**config.mk**
```make
export PLATFORM = sky130hd
export DESIGN_NAME = websocket_tx_framer_unit
export DESIGN_NICKNAME = d
export VERILOG_FILES = /design/src/hw/rtl/wstf_pkg.sv /design/src/hw/rtl/websocket_tx_framer_unit.sv /design/src/hw/rtl/wstf_front.sv /design/src/hw/rtl/wstf_queue.sv /design/src/hw/rtl/wstf_back.sv
export SDC_FILE = /design/constraint.sdc
export NUM_CORES = 1
export LEC_CHECK = 0
export ABC_AREA = 0
export BUFFER_PORTS_ARGS = -buffer_cell sky130_fd_sc_hd__buf_2
export CORE_UTILIZATION = 40
export DETAILED_ROUTE_END_ITERATION = 16
export PLACE_DENSITY_LB_ADDON = 0.12
export SETUP_SLACK_MARGIN = 0.2
export SYNTH_ARGS = -nofsm -noshare
export SYNTH_HDL_FRONTEND = slang
export SYNTH_SLANG_ARGS = --single-unit
```
**constraint.sdc**
```tcl
create_clock -name i_clk -period 7.83 [get_ports i_clk]
set_clock_uncertainty 0.15 [all_clocks]
set_input_delay 1.566 -clock i_clk [delete_from_list [all_inputs] [get_ports i_clk]]
set_output_delay 1.566 -clock i_clk [all_outputs]
set_load 0.02 [all_outputs]
```
**src/hw/rtl/wstf_pkg.sv**
```systemverilog
// Shared types and constants for the WebSocket transmit framer.
// Holds the item structs, the internal command struct and header byte constants.
// No dependencies.
`timescale 1ns / 1ps

package wstf_pkg;

    localparam logic [7:0] FIN_BIT    = 8'h80;
    localparam logic [7:0] MASK_BIT   = 8'h80;
    localparam logic [7:0] LEN7_MAX   = 8'h7d;
    localparam logic [7:0] LEN16_CODE = 8'h7e;
    localparam logic [7:0] LEN64_CODE = 8'h7f;
    localparam logic [63:0] LEN16_MAX = 64'h0000_0000_0000_ffff;

    localparam logic OP_START   = 1'b0;
    localparam logic OP_PAYLOAD = 1'b1;

    // index of the last header byte for each length form
    localparam logic [3:0] HDR_LAST_SHORT = 4'd5;
    localparam logic [3:0] HDR_LAST_MID   = 4'd7;
    localparam logic [3:0] HDR_LAST_LONG  = 4'd13;

    typedef enum logic [1:0] {
        LEN_SHORT = 2'd0,
        LEN_MID   = 2'd1,
        LEN_LONG  = 2'd2
    } t_len_class;

    typedef struct packed {
        logic        operation;
        logic [3:0]  frame_opcode;
        logic [63:0] payload_length;
        logic [31:0] mask_key;
        logic [7:0]  data_byte;
    } t_in_item;

    typedef struct packed {
        logic [7:0] out_byte;
        logic       run_last;
        logic       frame_end;
        logic       overflow;
    } t_out_item;

    // one queue entry: a whole header, or one finished payload result
    typedef struct packed {
        logic        is_hdr;
        t_len_class  len_class;
        logic [3:0]  opcode;
        logic [63:0] plen;
        logic [31:0] key;
        logic [7:0]  data;
        logic        frame_end;
        logic        overflow;
    } t_cmd;

endpackage

```
**src/hw/rtl/websocket_tx_framer_unit.sv**
```systemverilog
// Usage:
//   Client-side WebSocket frame encoder. Input channel push/full carries
//   t_in_item transfers: a start item (operation 0) with opcode, payload
//   length and mask key, or a payload byte (operation 1).
//   Result channel empty/pop carries t_out_item transfers: the framed byte
//   stream with run_last, frame_end and overflow flags.
//   A start item yields 6, 8 or 14 header bytes (7-bit, 16-bit or 64-bit
//   length form); a payload byte yields one masked byte.
//   Path: with nothing queued ahead, the first result of an item is written
//   into the command queue and then loaded into the output register.
//   Throughput: one result byte per cycle while pop is high, set by the
//   single byte sequencer in the back end; payload bytes then sustain one
//   item per cycle, and the queue (QUEUE_DEPTH entries) absorbs items while a header drains.
//   Reset (synchronous, active low) clears mask, byte count and phase, and
//   empties the queue and the output register.
//   When the receiver holds pop low the result stays put, the queue fills,
//   and full rises once QUEUE_DEPTH commands are waiting.
// Depends on wstf_pkg, wstf_front, wstf_queue, wstf_back.
`timescale 1ns / 1ps

module websocket_tx_framer_unit #(
    parameter int QUEUE_DEPTH = 4
) (
    input  logic                i_clk,
    input  logic                i_rst_n,
    input  logic                push,
    output logic                full,
    input  wstf_pkg::t_in_item  i_in_item,
    output logic                empty,
    input  logic                pop,
    output wstf_pkg::t_out_item o_out_item
);
    import wstf_pkg::*;

    logic cmd_valid;
    t_cmd cmd;
    t_cmd head;
    logic q_empty;
    logic q_full;
    logic head_rd;

    assign full = q_full;

    wstf_front u_front (
        .i_clk       (i_clk),
        .i_rst_n     (i_rst_n),
        .i_push      (push),
        .i_in_item   (i_in_item),
        .i_q_full    (q_full),
        .o_cmd_valid (cmd_valid),
        .o_cmd       (cmd)
    );

    wstf_queue #(
        .DEPTH (QUEUE_DEPTH)
    ) u_queue (
        .i_clk     (i_clk),
        .i_rst_n   (i_rst_n),
        .i_wr      (cmd_valid),
        .i_wr_data (cmd),
        .i_rd      (head_rd),
        .o_head    (head),
        .o_empty   (q_empty),
        .o_full    (q_full)
    );

    wstf_back u_back (
        .i_clk        (i_clk),
        .i_rst_n      (i_rst_n),
        .i_head       (head),
        .i_head_empty (q_empty),
        .o_head_rd    (head_rd),
        .i_res_pop    (pop),
        .o_res_empty  (empty),
        .o_out_item   (o_out_item)
    );

endmodule

```
**src/hw/rtl/wstf_front.sv**
```systemverilog
// Front end: accepts input items, tracks frame state and masks payload bytes.
// Emits one command per accepted item. Depends on wstf_pkg.
`timescale 1ns / 1ps

module wstf_front (
    input  logic              i_clk,
    input  logic              i_rst_n,
    input  logic              i_push,
    input  wstf_pkg::t_in_item i_in_item,
    input  logic              i_q_full,
    output logic              o_cmd_valid,
    output wstf_pkg::t_cmd    o_cmd
);
    import wstf_pkg::*;

    logic [31:0] r_mask, n_mask;
    logic [63:0] r_rem, n_rem;
    logic [1:0]  r_phase, n_phase;
    logic        accept;
    logic        rem_zero;
    logic [7:0]  mask_byte;

    assign accept      = i_push && !i_q_full;
    assign o_cmd_valid = accept;
    assign rem_zero    = (r_rem == 64'd0);
    assign mask_byte   = r_mask[{r_phase, 3'b000} +: 8];

    always_comb begin
        n_mask  = r_mask;
        n_rem   = r_rem;
        n_phase = r_phase;
        o_cmd           = '0;
        o_cmd.opcode    = i_in_item.frame_opcode;
        o_cmd.plen      = i_in_item.payload_length;
        o_cmd.key       = i_in_item.mask_key;
        o_cmd.len_class = LEN_SHORT;
        if (i_in_item.operation == OP_START) begin
            o_cmd.is_hdr    = 1'b1;
            o_cmd.frame_end = (i_in_item.payload_length == 64'd0);
            if (i_in_item.payload_length <= {56'd0, LEN7_MAX}) begin
                o_cmd.len_class = LEN_SHORT;
            end else if (i_in_item.payload_length <= LEN16_MAX) begin
                o_cmd.len_class = LEN_MID;
            end else begin
                o_cmd.len_class = LEN_LONG;
            end
            if (accept) begin
                n_mask  = i_in_item.mask_key;
                n_rem   = i_in_item.payload_length;
                n_phase = 2'd0;
            end
        end else if (rem_zero) begin
            o_cmd.overflow = 1'b1;
        end else begin
            o_cmd.data      = i_in_item.data_byte ^ mask_byte;
            o_cmd.frame_end = (r_rem == 64'd1);
            if (accept) begin
                n_rem   = r_rem - 64'd1;
                n_phase = r_phase + 2'd1;
            end
        end
    end

    always_ff @(posedge i_clk) begin
        if (!i_rst_n) begin
            r_mask  <= '0;
            r_rem   <= '0;
            r_phase <= '0;
        end else begin
            r_mask  <= n_mask;
            r_rem   <= n_rem;
            r_phase <= n_phase;
        end
    end

`ifndef SYNTH
    a_phase_restart: assert property (@(posedge i_clk) disable iff (!i_rst_n)
        (accept && i_in_item.operation == OP_START) |=> (r_phase == 2'd0))
        else $error("mask phase not restarted by a frame start");
    a_ovf_keeps_state: assert property (@(posedge i_clk) disable iff (!i_rst_n)
        (accept && o_cmd.overflow) |=> ($stable(r_rem) && $stable(r_phase)))
        else $error("overflow byte changed frame state");
    a_end_on_one: assert property (@(posedge i_clk) disable iff (!i_rst_n)
        (accept && !o_cmd.is_hdr && o_cmd.frame_end) |=> (r_rem == 64'd0))
        else $error("frame end flagged with bytes remaining");
`endif

endmodule

```
**src/hw/rtl/wstf_queue.sv**
```systemverilog
// Command queue between the front end and the byte sequencer.
// Register-based circular buffer of wstf_pkg::t_cmd entries.
`timescale 1ns / 1ps

module wstf_queue #(
    parameter int DEPTH = 4
) (
    input  logic           i_clk,
    input  logic           i_rst_n,
    input  logic           i_wr,
    input  wstf_pkg::t_cmd i_wr_data,
    input  logic           i_rd,
    output wstf_pkg::t_cmd o_head,
    output logic           o_empty,
    output logic           o_full
);
    import wstf_pkg::*;

    localparam int PTR_W = (DEPTH > 1) ? $clog2(DEPTH) : 1;
    localparam int CNT_W = $clog2(DEPTH + 1);
    localparam logic [PTR_W-1:0] PTR_LAST = PTR_W'(DEPTH - 1);
    localparam logic [CNT_W-1:0] CNT_FULL = CNT_W'(DEPTH);

    t_cmd             r_mem [DEPTH];
    logic [PTR_W-1:0] r_wr_ptr, n_wr_ptr;
    logic [PTR_W-1:0] r_rd_ptr, n_rd_ptr;
    logic [CNT_W-1:0] r_count, n_count;

    assign o_empty = (r_count == '0);
    assign o_full  = (r_count == CNT_FULL);
    assign o_head  = r_mem[r_rd_ptr];

    always_comb begin
        n_wr_ptr = r_wr_ptr;
        n_rd_ptr = r_rd_ptr;
        n_count  = r_count;
        if (i_wr) begin
            n_wr_ptr = (r_wr_ptr == PTR_LAST) ? '0 : r_wr_ptr + 1'b1;
        end
        if (i_rd) begin
            n_rd_ptr = (r_rd_ptr == PTR_LAST) ? '0 : r_rd_ptr + 1'b1;
        end
        if (i_wr && !i_rd) begin
            n_count = r_count + 1'b1;
        end else if (!i_wr && i_rd) begin
            n_count = r_count - 1'b1;
        end
    end

    always_ff @(posedge i_clk) begin
        if (!i_rst_n) begin
            r_wr_ptr <= '0;
            r_rd_ptr <= '0;
            r_count  <= '0;
        end else begin
            r_wr_ptr <= n_wr_ptr;
            r_rd_ptr <= n_rd_ptr;
            r_count  <= n_count;
        end
    end

    always_ff @(posedge i_clk) begin
        if (i_wr) begin
            r_mem[r_wr_ptr] <= i_wr_data;
        end
    end

`ifndef SYNTH
    a_no_overfill: assert property (@(posedge i_clk) disable iff (!i_rst_n)
        !(i_wr && o_full))
        else $error("write into full command queue");
    a_no_underrun: assert property (@(posedge i_clk) disable iff (!i_rst_n)
        !(i_rd && o_empty))
        else $error("read from empty command queue");
`endif

endmodule

```
**src/hw/rtl/wstf_back.sv**
```systemverilog
// Back end: walks each queued command byte by byte into the output register.
// Headers yield 6, 8 or 14 bytes, payload results one. Depends on wstf_pkg.
`timescale 1ns / 1ps

module wstf_back (
    input  logic                i_clk,
    input  logic                i_rst_n,
    input  wstf_pkg::t_cmd      i_head,
    input  logic                i_head_empty,
    output logic                o_head_rd,
    input  logic                i_res_pop,
    output logic                o_res_empty,
    output wstf_pkg::t_out_item o_out_item
);
    import wstf_pkg::*;

    logic [3:0] r_idx, n_idx;
    logic       r_valid;
    t_out_item  r_out;
    t_out_item  cur;
    logic [3:0] last_idx;
    logic       is_last;
    logic       adv;
    logic [7:0] hdr_byte;
    logic [1:0] key_sel;
    logic [2:0] len_sel;

    assign adv         = !i_head_empty && (!r_valid || i_res_pop);
    assign o_res_empty = !r_valid;
    assign o_out_item  = r_out;

    always_comb begin
        unique case (i_head.len_class)
            LEN_SHORT: last_idx = HDR_LAST_SHORT;
            LEN_MID:   last_idx = HDR_LAST_MID;
            LEN_LONG:  last_idx = HDR_LAST_LONG;
            default:   last_idx = HDR_LAST_SHORT;
        endcase
        if (!i_head.is_hdr) begin
            last_idx = 4'd0;
        end
    end

    assign is_last   = (r_idx == last_idx);
    assign o_head_rd = adv && is_last;

    always_comb begin
        key_sel  = 2'(r_idx - 4'd2);
        len_sel  = 3'(4'd9 - r_idx);
        hdr_byte = '0;
        if (r_idx == 4'd0) begin
            hdr_byte = FIN_BIT | {4'd0, i_head.opcode};
        end else begin
            unique case (i_head.len_class)
                LEN_SHORT: begin
                    if (r_idx == 4'd1) begin
                        hdr_byte = MASK_BIT | {1'b0, i_head.plen[6:0]};
                    end else begin
                        hdr_byte = i_head.key[{key_sel, 3'b000} +: 8];
                    end
                end
                LEN_MID: begin
                    key_sel = r_idx[1:0];
                    if (r_idx == 4'd1) begin
                        hdr_byte = MASK_BIT | LEN16_CODE;
                    end else if (r_idx == 4'd2) begin
                        hdr_byte = i_head.plen[15:8];
                    end else if (r_idx == 4'd3) begin
                        hdr_byte = i_head.plen[7:0];
                    end else begin
                        hdr_byte = i_head.key[{key_sel, 3'b000} +: 8];
                    end
                end
                LEN_LONG: begin
                    key_sel = 2'(r_idx + 4'd2);
                    if (r_idx == 4'd1) begin
                        hdr_byte = MASK_BIT | LEN64_CODE;
                    end else if (r_idx <= 4'd9) begin
                        hdr_byte = i_head.plen[{len_sel, 3'b000} +: 8];
                    end else begin
                        hdr_byte = i_head.key[{key_sel, 3'b000} +: 8];
                    end
                end
                default: hdr_byte = '0;
            endcase
        end
    end

    always_comb begin
        if (i_head.is_hdr) begin
            cur.out_byte  = hdr_byte;
            cur.run_last  = is_last;
            cur.frame_end = is_last && i_head.frame_end;
            cur.overflow  = 1'b0;
        end else begin
            cur.out_byte  = i_head.data;
            cur.run_last  = 1'b1;
            cur.frame_end = i_head.frame_end;
            cur.overflow  = i_head.overflow;
        end
        n_idx = r_idx;
        if (adv) begin
            n_idx = is_last ? 4'd0 : r_idx + 4'd1;
        end
    end

    always_ff @(posedge i_clk) begin
        if (!i_rst_n) begin
            r_idx   <= '0;
            r_valid <= 1'b0;
        end else begin
            r_idx <= n_idx;
            if (adv) begin
                r_valid <= 1'b1;
            end else if (i_res_pop) begin
                r_valid <= 1'b0;
            end
        end
    end

    always_ff @(posedge i_clk) begin
        if (adv) begin
            r_out <= cur;
        end
    end

`ifndef SYNTH
    a_idx_idle: assert property (@(posedge i_clk) disable iff (!i_rst_n)
        i_head_empty |-> (r_idx == 4'd0))
        else $error("byte index moved with no command queued");
    a_ovf_shape: assert property (@(posedge i_clk) disable iff (!i_rst_n)
        (r_valid && r_out.overflow) |->
            (r_out.run_last && !r_out.frame_end && r_out.out_byte == 8'd0))
        else $error("malformed overflow result");
    a_end_is_last: assert property (@(posedge i_clk) disable iff (!i_rst_n)
        (r_valid && r_out.frame_end) |-> r_out.run_last)
        else $error("frame end without run last");
`endif

endmodule
```
==> out/metrics.cfg, run 1 <==
[detailed_routing]
wl_met3_mm = 4.71
wire_per_inst_um = 25.4
wirelength_met1_mm = 31.2
vias = 15800
ant_nets = 0
top_layer = met5
routed_wl_mm = 69.6
routed_via_density = 5.78
dr.pass1.iters = 6
drc = 0
wl_met2_mm = 31.7
drt_iter0_markers = 1396

[min_path]
holdCritStartpoint = u_front.r_mask[17]
worst_hold_path.endpoint = u_front.r_mask[17]
hp-class = register to register
holdPathStages = 2

[synth]
netlist.area_leader.share = 0.556
synth_seq_cells = 575
seq_area_frac_synth = 0.645
syn_inst = 1733
syn-num-nets = 1862
synthTopCellsByCount = edfxtp_1, nand2_1, mux4_2
synth_flop_cell = edfxtp_1
synth_edf_count = 463
syn_area_um2 = 25000
netlist_top_cells_area = edfxtp_1, mux4_2, dfxtp_1, nand2_1, a21oi_1
synth_cell_types = 78
yosys.cell_count.top_type = edfxtp_1
synthArstFlopShare = 0
synth_top_area_cell = edfxtp_1
yosysWarnings = 0
synth.avg_cell_area_um2 = 14.4

[layout]
synthToLayoutAreaGrowth_pct = 13.9
nets = 1977
final_cell_count_no_fill = 2739
drive_gt1_frac = 0.213

[clock_network]
cts_tree = yes
cts.clk_slew.worst_paths_ps = 60
root_buffer = clkbuf_16
cts_sinks = 575
holdBufCountCts = 0
clk_path_buf_depth = 3
cts_resized = 0
clk-insertion-delay-late_ps = 590
post_cts_buffers = 0
cts_made_buffers = 66
cts_htree_levels = 3

[critical_path]
endpoint_kind = register
cp-start-kind = register
reg2reg_slack_ps = 3720
r2r_end = u_queue.r_count[2]
critPathKind = register to register
path_max_fanout = 45
worst_ep_arrival_time_ps = 4460
reg2regPathDepth = 11
required_ps = 8190

[sta]
fmax_ghz = 0.244
rsz0062_at_grt = false
worst_pin_slew_ps = 1210
fin_crit_sh = 0.524
hold_violations = 0
period_minus_slack_ps = 4110
fin_tns_setup_ps = 0
maxSlewViolCount = 0
finalSetupViolations = 0
maxSlewHeadroom = 0.188

[pwr]
swShare = 0.309
seq_power_share = 0.412
p_per_area_nw_per_um2 = 327
switchingPower_w = 0.00288
vdd_ir_drop_max_mv = 0.272
clkPwrFrac = 0.319
leakage_nw = 9.31
p_int_w = 0.00644
combPwrFrac = 0.269

[die]
die_h_um = 252
die_width_um = 252
rows = 91
fp.dieArea_um2 = 63600
core_um2 = 61700
initial_core_util = 0.405
ios = 126

[grt]
antenna_found_initial = 7
first_global_vias = 15400
overflow = 0
grt_max_degree = 96
track_usage = 0.221
grt_pass1_wl_mm = 103

[placement]
port_buffers = 125
placedCellCount = 2616
dp_hpwl_mm = 45.2
gp_congestion = 0.874

[flow_run]
maxCapViolCount = 0

[run_status]
status = completed

==> metal layers <==
| metal | GRT usage | up-vias |
|---|---|---|
| met2 | 0.337 | 527 |
| li1 | - | 7108 |
| met3 | 0.0512 | 108 |
| met1 | 0.316 | 8066 |
| met4 | 0.0642 | 10 |
| met5 | 0 | - |
==> power by group through the flow <==
| stage | clock [W] | sequential [W] | combinational (W) |
|---|---|---|---|
| floorplan | 0 | 0.00387 | 0.00178 |
| global placement | 0 | 0.00390 | 0.00251 |
| detailed placement | 0 | 0.00391 | 0.00252 |
| CTS | 0.00304 | 0.00384 | 0.00253 |
| global route | 0.00315 | 0.00387 | 0.00270 |
| finish | 0.00297 | 0.00384 | 0.00250 |
==> state kept, by name (all words and copies together) (netlist names), named ones only <==
signal,flops
u_queue.r_rd_ptr,2
u_queue.r_wr_ptr,2
u_queue.r_mem,452
u_front.r_mask,32
u_queue.r_count,3
u_front.r_phase,2
u_front.r_rem,64
u_back.r_valid,1
u_back.r_idx,4
u_back.o_out_item,11
==> kinds of logic (layout without fill, tap and decap cells) <==
| family | Yosys count | count (layout) | share of synthesized area |
|---|---|---|---|
| flip-flops | 575 | 575 | 0.645 |
| AND/OR/NAND/NOR | 510 | 510 | 0.100 |
| AO/OA/AOI/OAI | 338 | 338 | 0.0845 |
| multiplexers | 157 | 157 | 0.133 |
| buffers and inverters | 126 | 292 | 0.0245 |
| adder cells (fa/ha/maj) | 16 | 16 | 0.00830 |
| XOR/XNOR | 11 | 11 | 0.00385 |
| other | 0 | 3 | 0 |
==> cell type report <==
| type | instances | area [um2] |
|---|---|---|
| timing repair buffer | 153 | 848 |
| tap | 837 | 1050 |
| multi-input combinational | 1032 | 8290 |
| fill | 5521 | 33200 |
| antenna | 3 | 7.51 |
| sequential | 575 | 16200 |
| inverter | 20 | 75.1 |
| clock inverter | 21 | 154 |
| clock buffer | 98 | 1930 |
==> critical path: stages (launching register included) <==
cell and delay (ps):
dfxtp_4 790, mux4_2 550, nor2b_1 590, a221oi_1 200
o22ai_1 390, nand2_1 260, ha_1 300, inv_1 70
fa_1 170, xor2_1 70, or3_1 300, a21oi_1 150
==> worst max-delay path by stage <==
stage	from	endpoint	slack [ps]
CTS	register	u_queue.r_count[2]	3740
detailed placement	push	u_queue.r_mem[2][93]	3270
floorplan	push	u_queue.r_mem[0][0]	2600
global placement	push	u_queue.r_mem[2][93]	3320
global route	register	u_queue.r_count[2]	3550
finish	register	u_queue.r_count[2]	3720
==> placed cells by master, fill, tap and decap left out, types with 27 or more instances in the layout <==
master / netlist / routed
edfxtp_1: 463 / 463
nand2_1: 176 / 176
buf_2: 19 / 125
mux4_2: 123 / 123
a21oi_1: 122 / 122
dfxtp_1: 112 / 110
nor2_1: 93 / 92
o21ai_0: 71 / 71
clkbuf_16: 0 / 71
nor3_1: 47 / 47
nor4_1: 36 / 36
nor2b_1: 27 / 27
buf_4: 9 / 27
==> through the flow <==
stage / instance area (um2) / hold slack, ps / total power, W / utilization / setup slack [ps]
floorplan: 25000 / 280 / 0.00564 / - / 2600
global placement: 26400 / 288 / 0.00641 / 0.428 / 3320
detailed placement: 26400 / 297 / 0.00643 / 0.428 / 3270
CTS: 28500 / 305 / 0.00941 / 0.462 / 3740
global route: 28500 / 318 / 0.00972 / 0.462 / 3550
finish: 28500 / 303 / 0.00931 / 0.462 / 3720
No activity file was read; power rests on OpenSTA's default activity.
==> run 2: changes to the inputs <==
--- a/config.mk
+++ b/config.mk
@@ -5,7 +5,7 @@
 export SDC_FILE = /design/constraint.sdc
 export NUM_CORES = 1
 export LEC_CHECK = 0
-export ABC_AREA = 0
+export ABC_AREA = 1
 export BUFFER_PORTS_ARGS = -buffer_cell sky130_fd_sc_hd__buf_2
 export CORE_UTILIZATION = 40
 export DETAILED_ROUTE_END_ITERATION = 16
==> constraint.sdc (replaced) <==
create_clock -name i_clk -period 3.9 [get_ports i_clk]
set_clock_uncertainty 0.15 [all_clocks]
set_input_delay 0.78 -clock i_clk [delete_from_list [all_inputs] [get_ports i_clk]]
set_output_delay 0.78 -clock i_clk [all_outputs]
set_load 0.02 [all_outputs]
==> out/metrics.cfg, run 2 <==
[run_status]
status = completed  ; unchanged

[layout]
design_area_um2 = 30200  ; was 28500 um2
largest_reg_flops = 452  ; unchanged
drive_gt1_frac = 0.118  ; was 0.213
reg_top3 = u_queue.r_mem: 452 flops, u_front.r_rem: 64 flops, u_front.r_mask: 32 flops  ; unchanged
final_common_cell = nand2_1  ; was edfxtp_1
top_register = u_queue.r_mem  ; unchanged
synthToLayoutAreaGrowth_pct = 15.2  ; was 13.9%
mostFrequentLayoutCells = nand2_1, edfxtp_1, nor2_1, o21ai_0, nand3_1  ; was edfxtp_1, nand2_1, buf_2, mux4_2, a21oi_1
nets = 2990  ; was 1977

[critical_path]
cp-start-kind = register  ; unchanged
required_ps = 4200  ; was 8190 ps
endpoint_kind = register  ; unchanged
slowest_stage = buf_4  ; was dfxtp_4
max_stage_delay_ps = 760  ; was 790 ps
path_max_fanout = 84  ; was 45
reg2regPathDepth = 13  ; was 11
reg2reg_slack_ps = 730  ; was 3720 ps
r2r_end = u_back.o_out_item[4]  ; was u_queue.r_count[2]
worst_ep_arrival_time_ps = 3460  ; was 4460 ps
worstPathCellList = buf_4, nor2_1, nor2_1, o21ai_0, nand3_1, nand3_1, nand2_1, nand3_1, nand2_1, nand2_1, nand3_1, nand2_1, a21oi_1  ; was mux4_2, nor2b_1, a221oi_1, o22ai_1, nand2_1, ha_1, inv_1, fa_1, xor2_1, or3_1, a21oi_1
critPathKind = register to register  ; unchanged

[synth]
syn_inst = 2758  ; was 1733
syn_area_um2 = 26200  ; was 25000 um2
yosys.cell_count.top_type = nand2_1  ; was edfxtp_1
netlist_top_cells_area = edfxtp_1, dfxtp_1, nand2_1, nor2_1, o21ai_0  ; was edfxtp_1, mux4_2, dfxtp_1, nand2_1, a21oi_1
synthArstFlopShare = 0  ; unchanged
syn-num-nets = 2887  ; was 1862
synth_flop_cell = edfxtp_1  ; unchanged
netlist.area_leader.share = 0.530  ; was 0.556
synthTopCellsByCount = nand2_1, nor2_1, edfxtp_1  ; was edfxtp_1, nand2_1, mux4_2
synth.avg_cell_area_um2 = 9.51  ; was 14.4 um2
synth_cell_types = 52  ; was 78
synth_edf_count = 463  ; unchanged
synth_top_area_cell = edfxtp_1  ; unchanged
seq_area_frac_synth = 0.616  ; was 0.645
synth_seq_cells = 575  ; unchanged
yosysWarnings = 0  ; unchanged

[sta]
hold_violations = 0  ; unchanged
period_minus_slack_ps = 3170  ; was 4110 ps
fmax_ghz = 0.316  ; was 0.244 GHz
fin_crit_sh = 0.812  ; was 0.524
finalSetupViolations = 0  ; unchanged
hold_slack_ps = 265  ; was 303 ps
rsz0062_at_grt = false  ; unchanged
maxSlewViolCount = 0  ; unchanged
maxSlewHeadroom = 0.273  ; was 0.188
fin_tns_setup_ps = 0  ; unchanged
worst_pin_slew_ps = 1090  ; was 1210 ps

[detailed_routing]
ant_nets = 0  ; unchanged
drt_iter0_markers = 1907  ; was 1396
vias = 20400  ; was 15.8k
dr.pass1.iters = 6  ; unchanged
wire_per_inst_um = 21.8  ; was 25.4 um
routed_wl_mm = 82.2  ; was 69.6 mm
routed_via_density = 5.40  ; was 5.78
drc = 0  ; unchanged

[min_path]
holdCritStartpoint = i_in_item[105]  ; was u_front.r_mask[17]
worst_hold_path.endpoint = u_queue.r_mem[1][107]  ; was u_front.r_mask[17]
holdPathStages = 1  ; was 2
hp-class = input pin to register  ; was register to register

[grt]
first_global_vias = 19300  ; was 15.4k
antenna_found_initial = 13  ; was 7
overflow = 0  ; unchanged
grt_pass1_wl_mm = 122  ; was 103 mm
grt_max_degree = 111  ; was 96
track_usage = 0.245  ; was 0.221

[clock_network]
cts_tree = yes  ; unchanged
post_cts_buffers = 0  ; unchanged
clk-insertion-delay-late_ps = 610  ; was 590 ps
holdBufCountCts = 0  ; unchanged
clk_path_buf_depth = 3  ; unchanged
cts_htree_levels = 3  ; unchanged
cts_sinks = 575  ; unchanged
cts_made_buffers = 67  ; was 66
root_buffer = clkbuf_16  ; unchanged
cts_resized = 0  ; unchanged
cts.clk_slew.worst_paths_ps = 60  ; about the same

[placement]
port_buffers = 125  ; unchanged
place_area_um2 = 27900  ; was 26400 um2
dp_hpwl_mm = 54.0  ; was 45.2 mm
gp_congestion = 0.891  ; was 0.874

[die]
ios = 126  ; unchanged
fp.dieArea_um2 = 66600  ; was 63600 um2
rows = 93  ; was 91
initial_core_util = 0.406  ; was 0.405
core_um2 = 64600  ; was 61700 um2
die_h_um = 258  ; was 252 um
die_width_um = 258  ; was 252 um

[pwr]
vdd_ir_drop_max_mv = 0.590  ; was 0.272 mV
p_per_area_nw_per_um2 = 720  ; was 327 nW/um2
leakage_nw = 11.3  ; was 9.31 nW

[flow_run]
maxCapViolCount = 0  ; unchanged

-- run 2: cell type report --
type                            instances  area (um2)
Fill cell                            6147       34400
Sequential cell                       575       16200
Multi-Input combinational cell       1886        8890
Clock buffer                           84        1820
Timing Repair Buffer                  180        1250
Tap cell                              855        1070
Inverter                              151         573
Clock inverter                         37         425
Antenna cell                            4        10.0
-- run 2: logic make-up (layout without fill, tap and decap cells) --
group | after synthesis | in the layout | synth area share
AO/OA/AOI/OAI | 559 | 559 | 0.115
XOR/XNOR | 39 | 39 | 0.0130
adder cells (fa/ha/maj) | 16 | 16 | 0.00792
buffers and inverters | 297 | 452 | 0.0464
flip-flops | 575 | 575 | 0.616
other | 0 | 4 | 0
AND/OR/NAND/NOR | 1272 | 1272 | 0.202
-- run 2: layer usage --
metal / up-vias / global-route usage / wire (um)
met5: - / 0 / 61
met4: 10 / 0.0777 / 2060
met3: 117 / 0.0601 / 6470
met2: 664 / 0.373 / 36800
met1: 9856 / 0.344 / 36900
li1: 9719 / - / -
-- run 2: critical path, delay by kind of cell, from the launching register on --
kind	cells	cell delay [ps]
buf+inv	1	760
flops	1	630
simple gates	10	1140
compound gates	2	210
-- run 2: worst max path at each step --
stage | endpoint | slack [ps] | depth (start not counted)
floorplan | u_queue.r_mem[0][0] | 210 | 4
global placement | u_queue.r_mem[1][1] | 790 | 7
detailed placement | u_queue.r_mem[1][1] | 680 | 7
CTS | u_back.o_out_item[3] | 780 | 11
global route | u_back.o_out_item[6] | 520 | 13
finish | u_back.o_out_item[4] | 730 | 13
-- run 2: per-stage QoR --
| step | std cells | worst slack (ps) | total power (W) | utilization |
|---|---|---|---|---|
| after floorplan | 2758 | 207 | 0.0127 | - |
| after global placement | 3647 | 786 | 0.0153 | 0.433 |
| after detailed placement | 3647 | 684 | 0.0154 | 0.433 |
| after CTS | 3768 | 776 | 0.0219 | 0.468 |
| after global routing | 3771 | 516 | 0.0230 | 0.468 |
| final | 3772 | 733 | 0.0217 | 0.468 |
-- run 2: report_power, final --
part / internal [W] / switching, W / leakage, nW
clock network: 0.00387 / 0.00257 / 1.09
registers: 0.00749 / 0.000361 / 5.18
logic: 0.00211 / 0.00535 / 5.06
total: 0.0135 / 0.00828 / 11.3
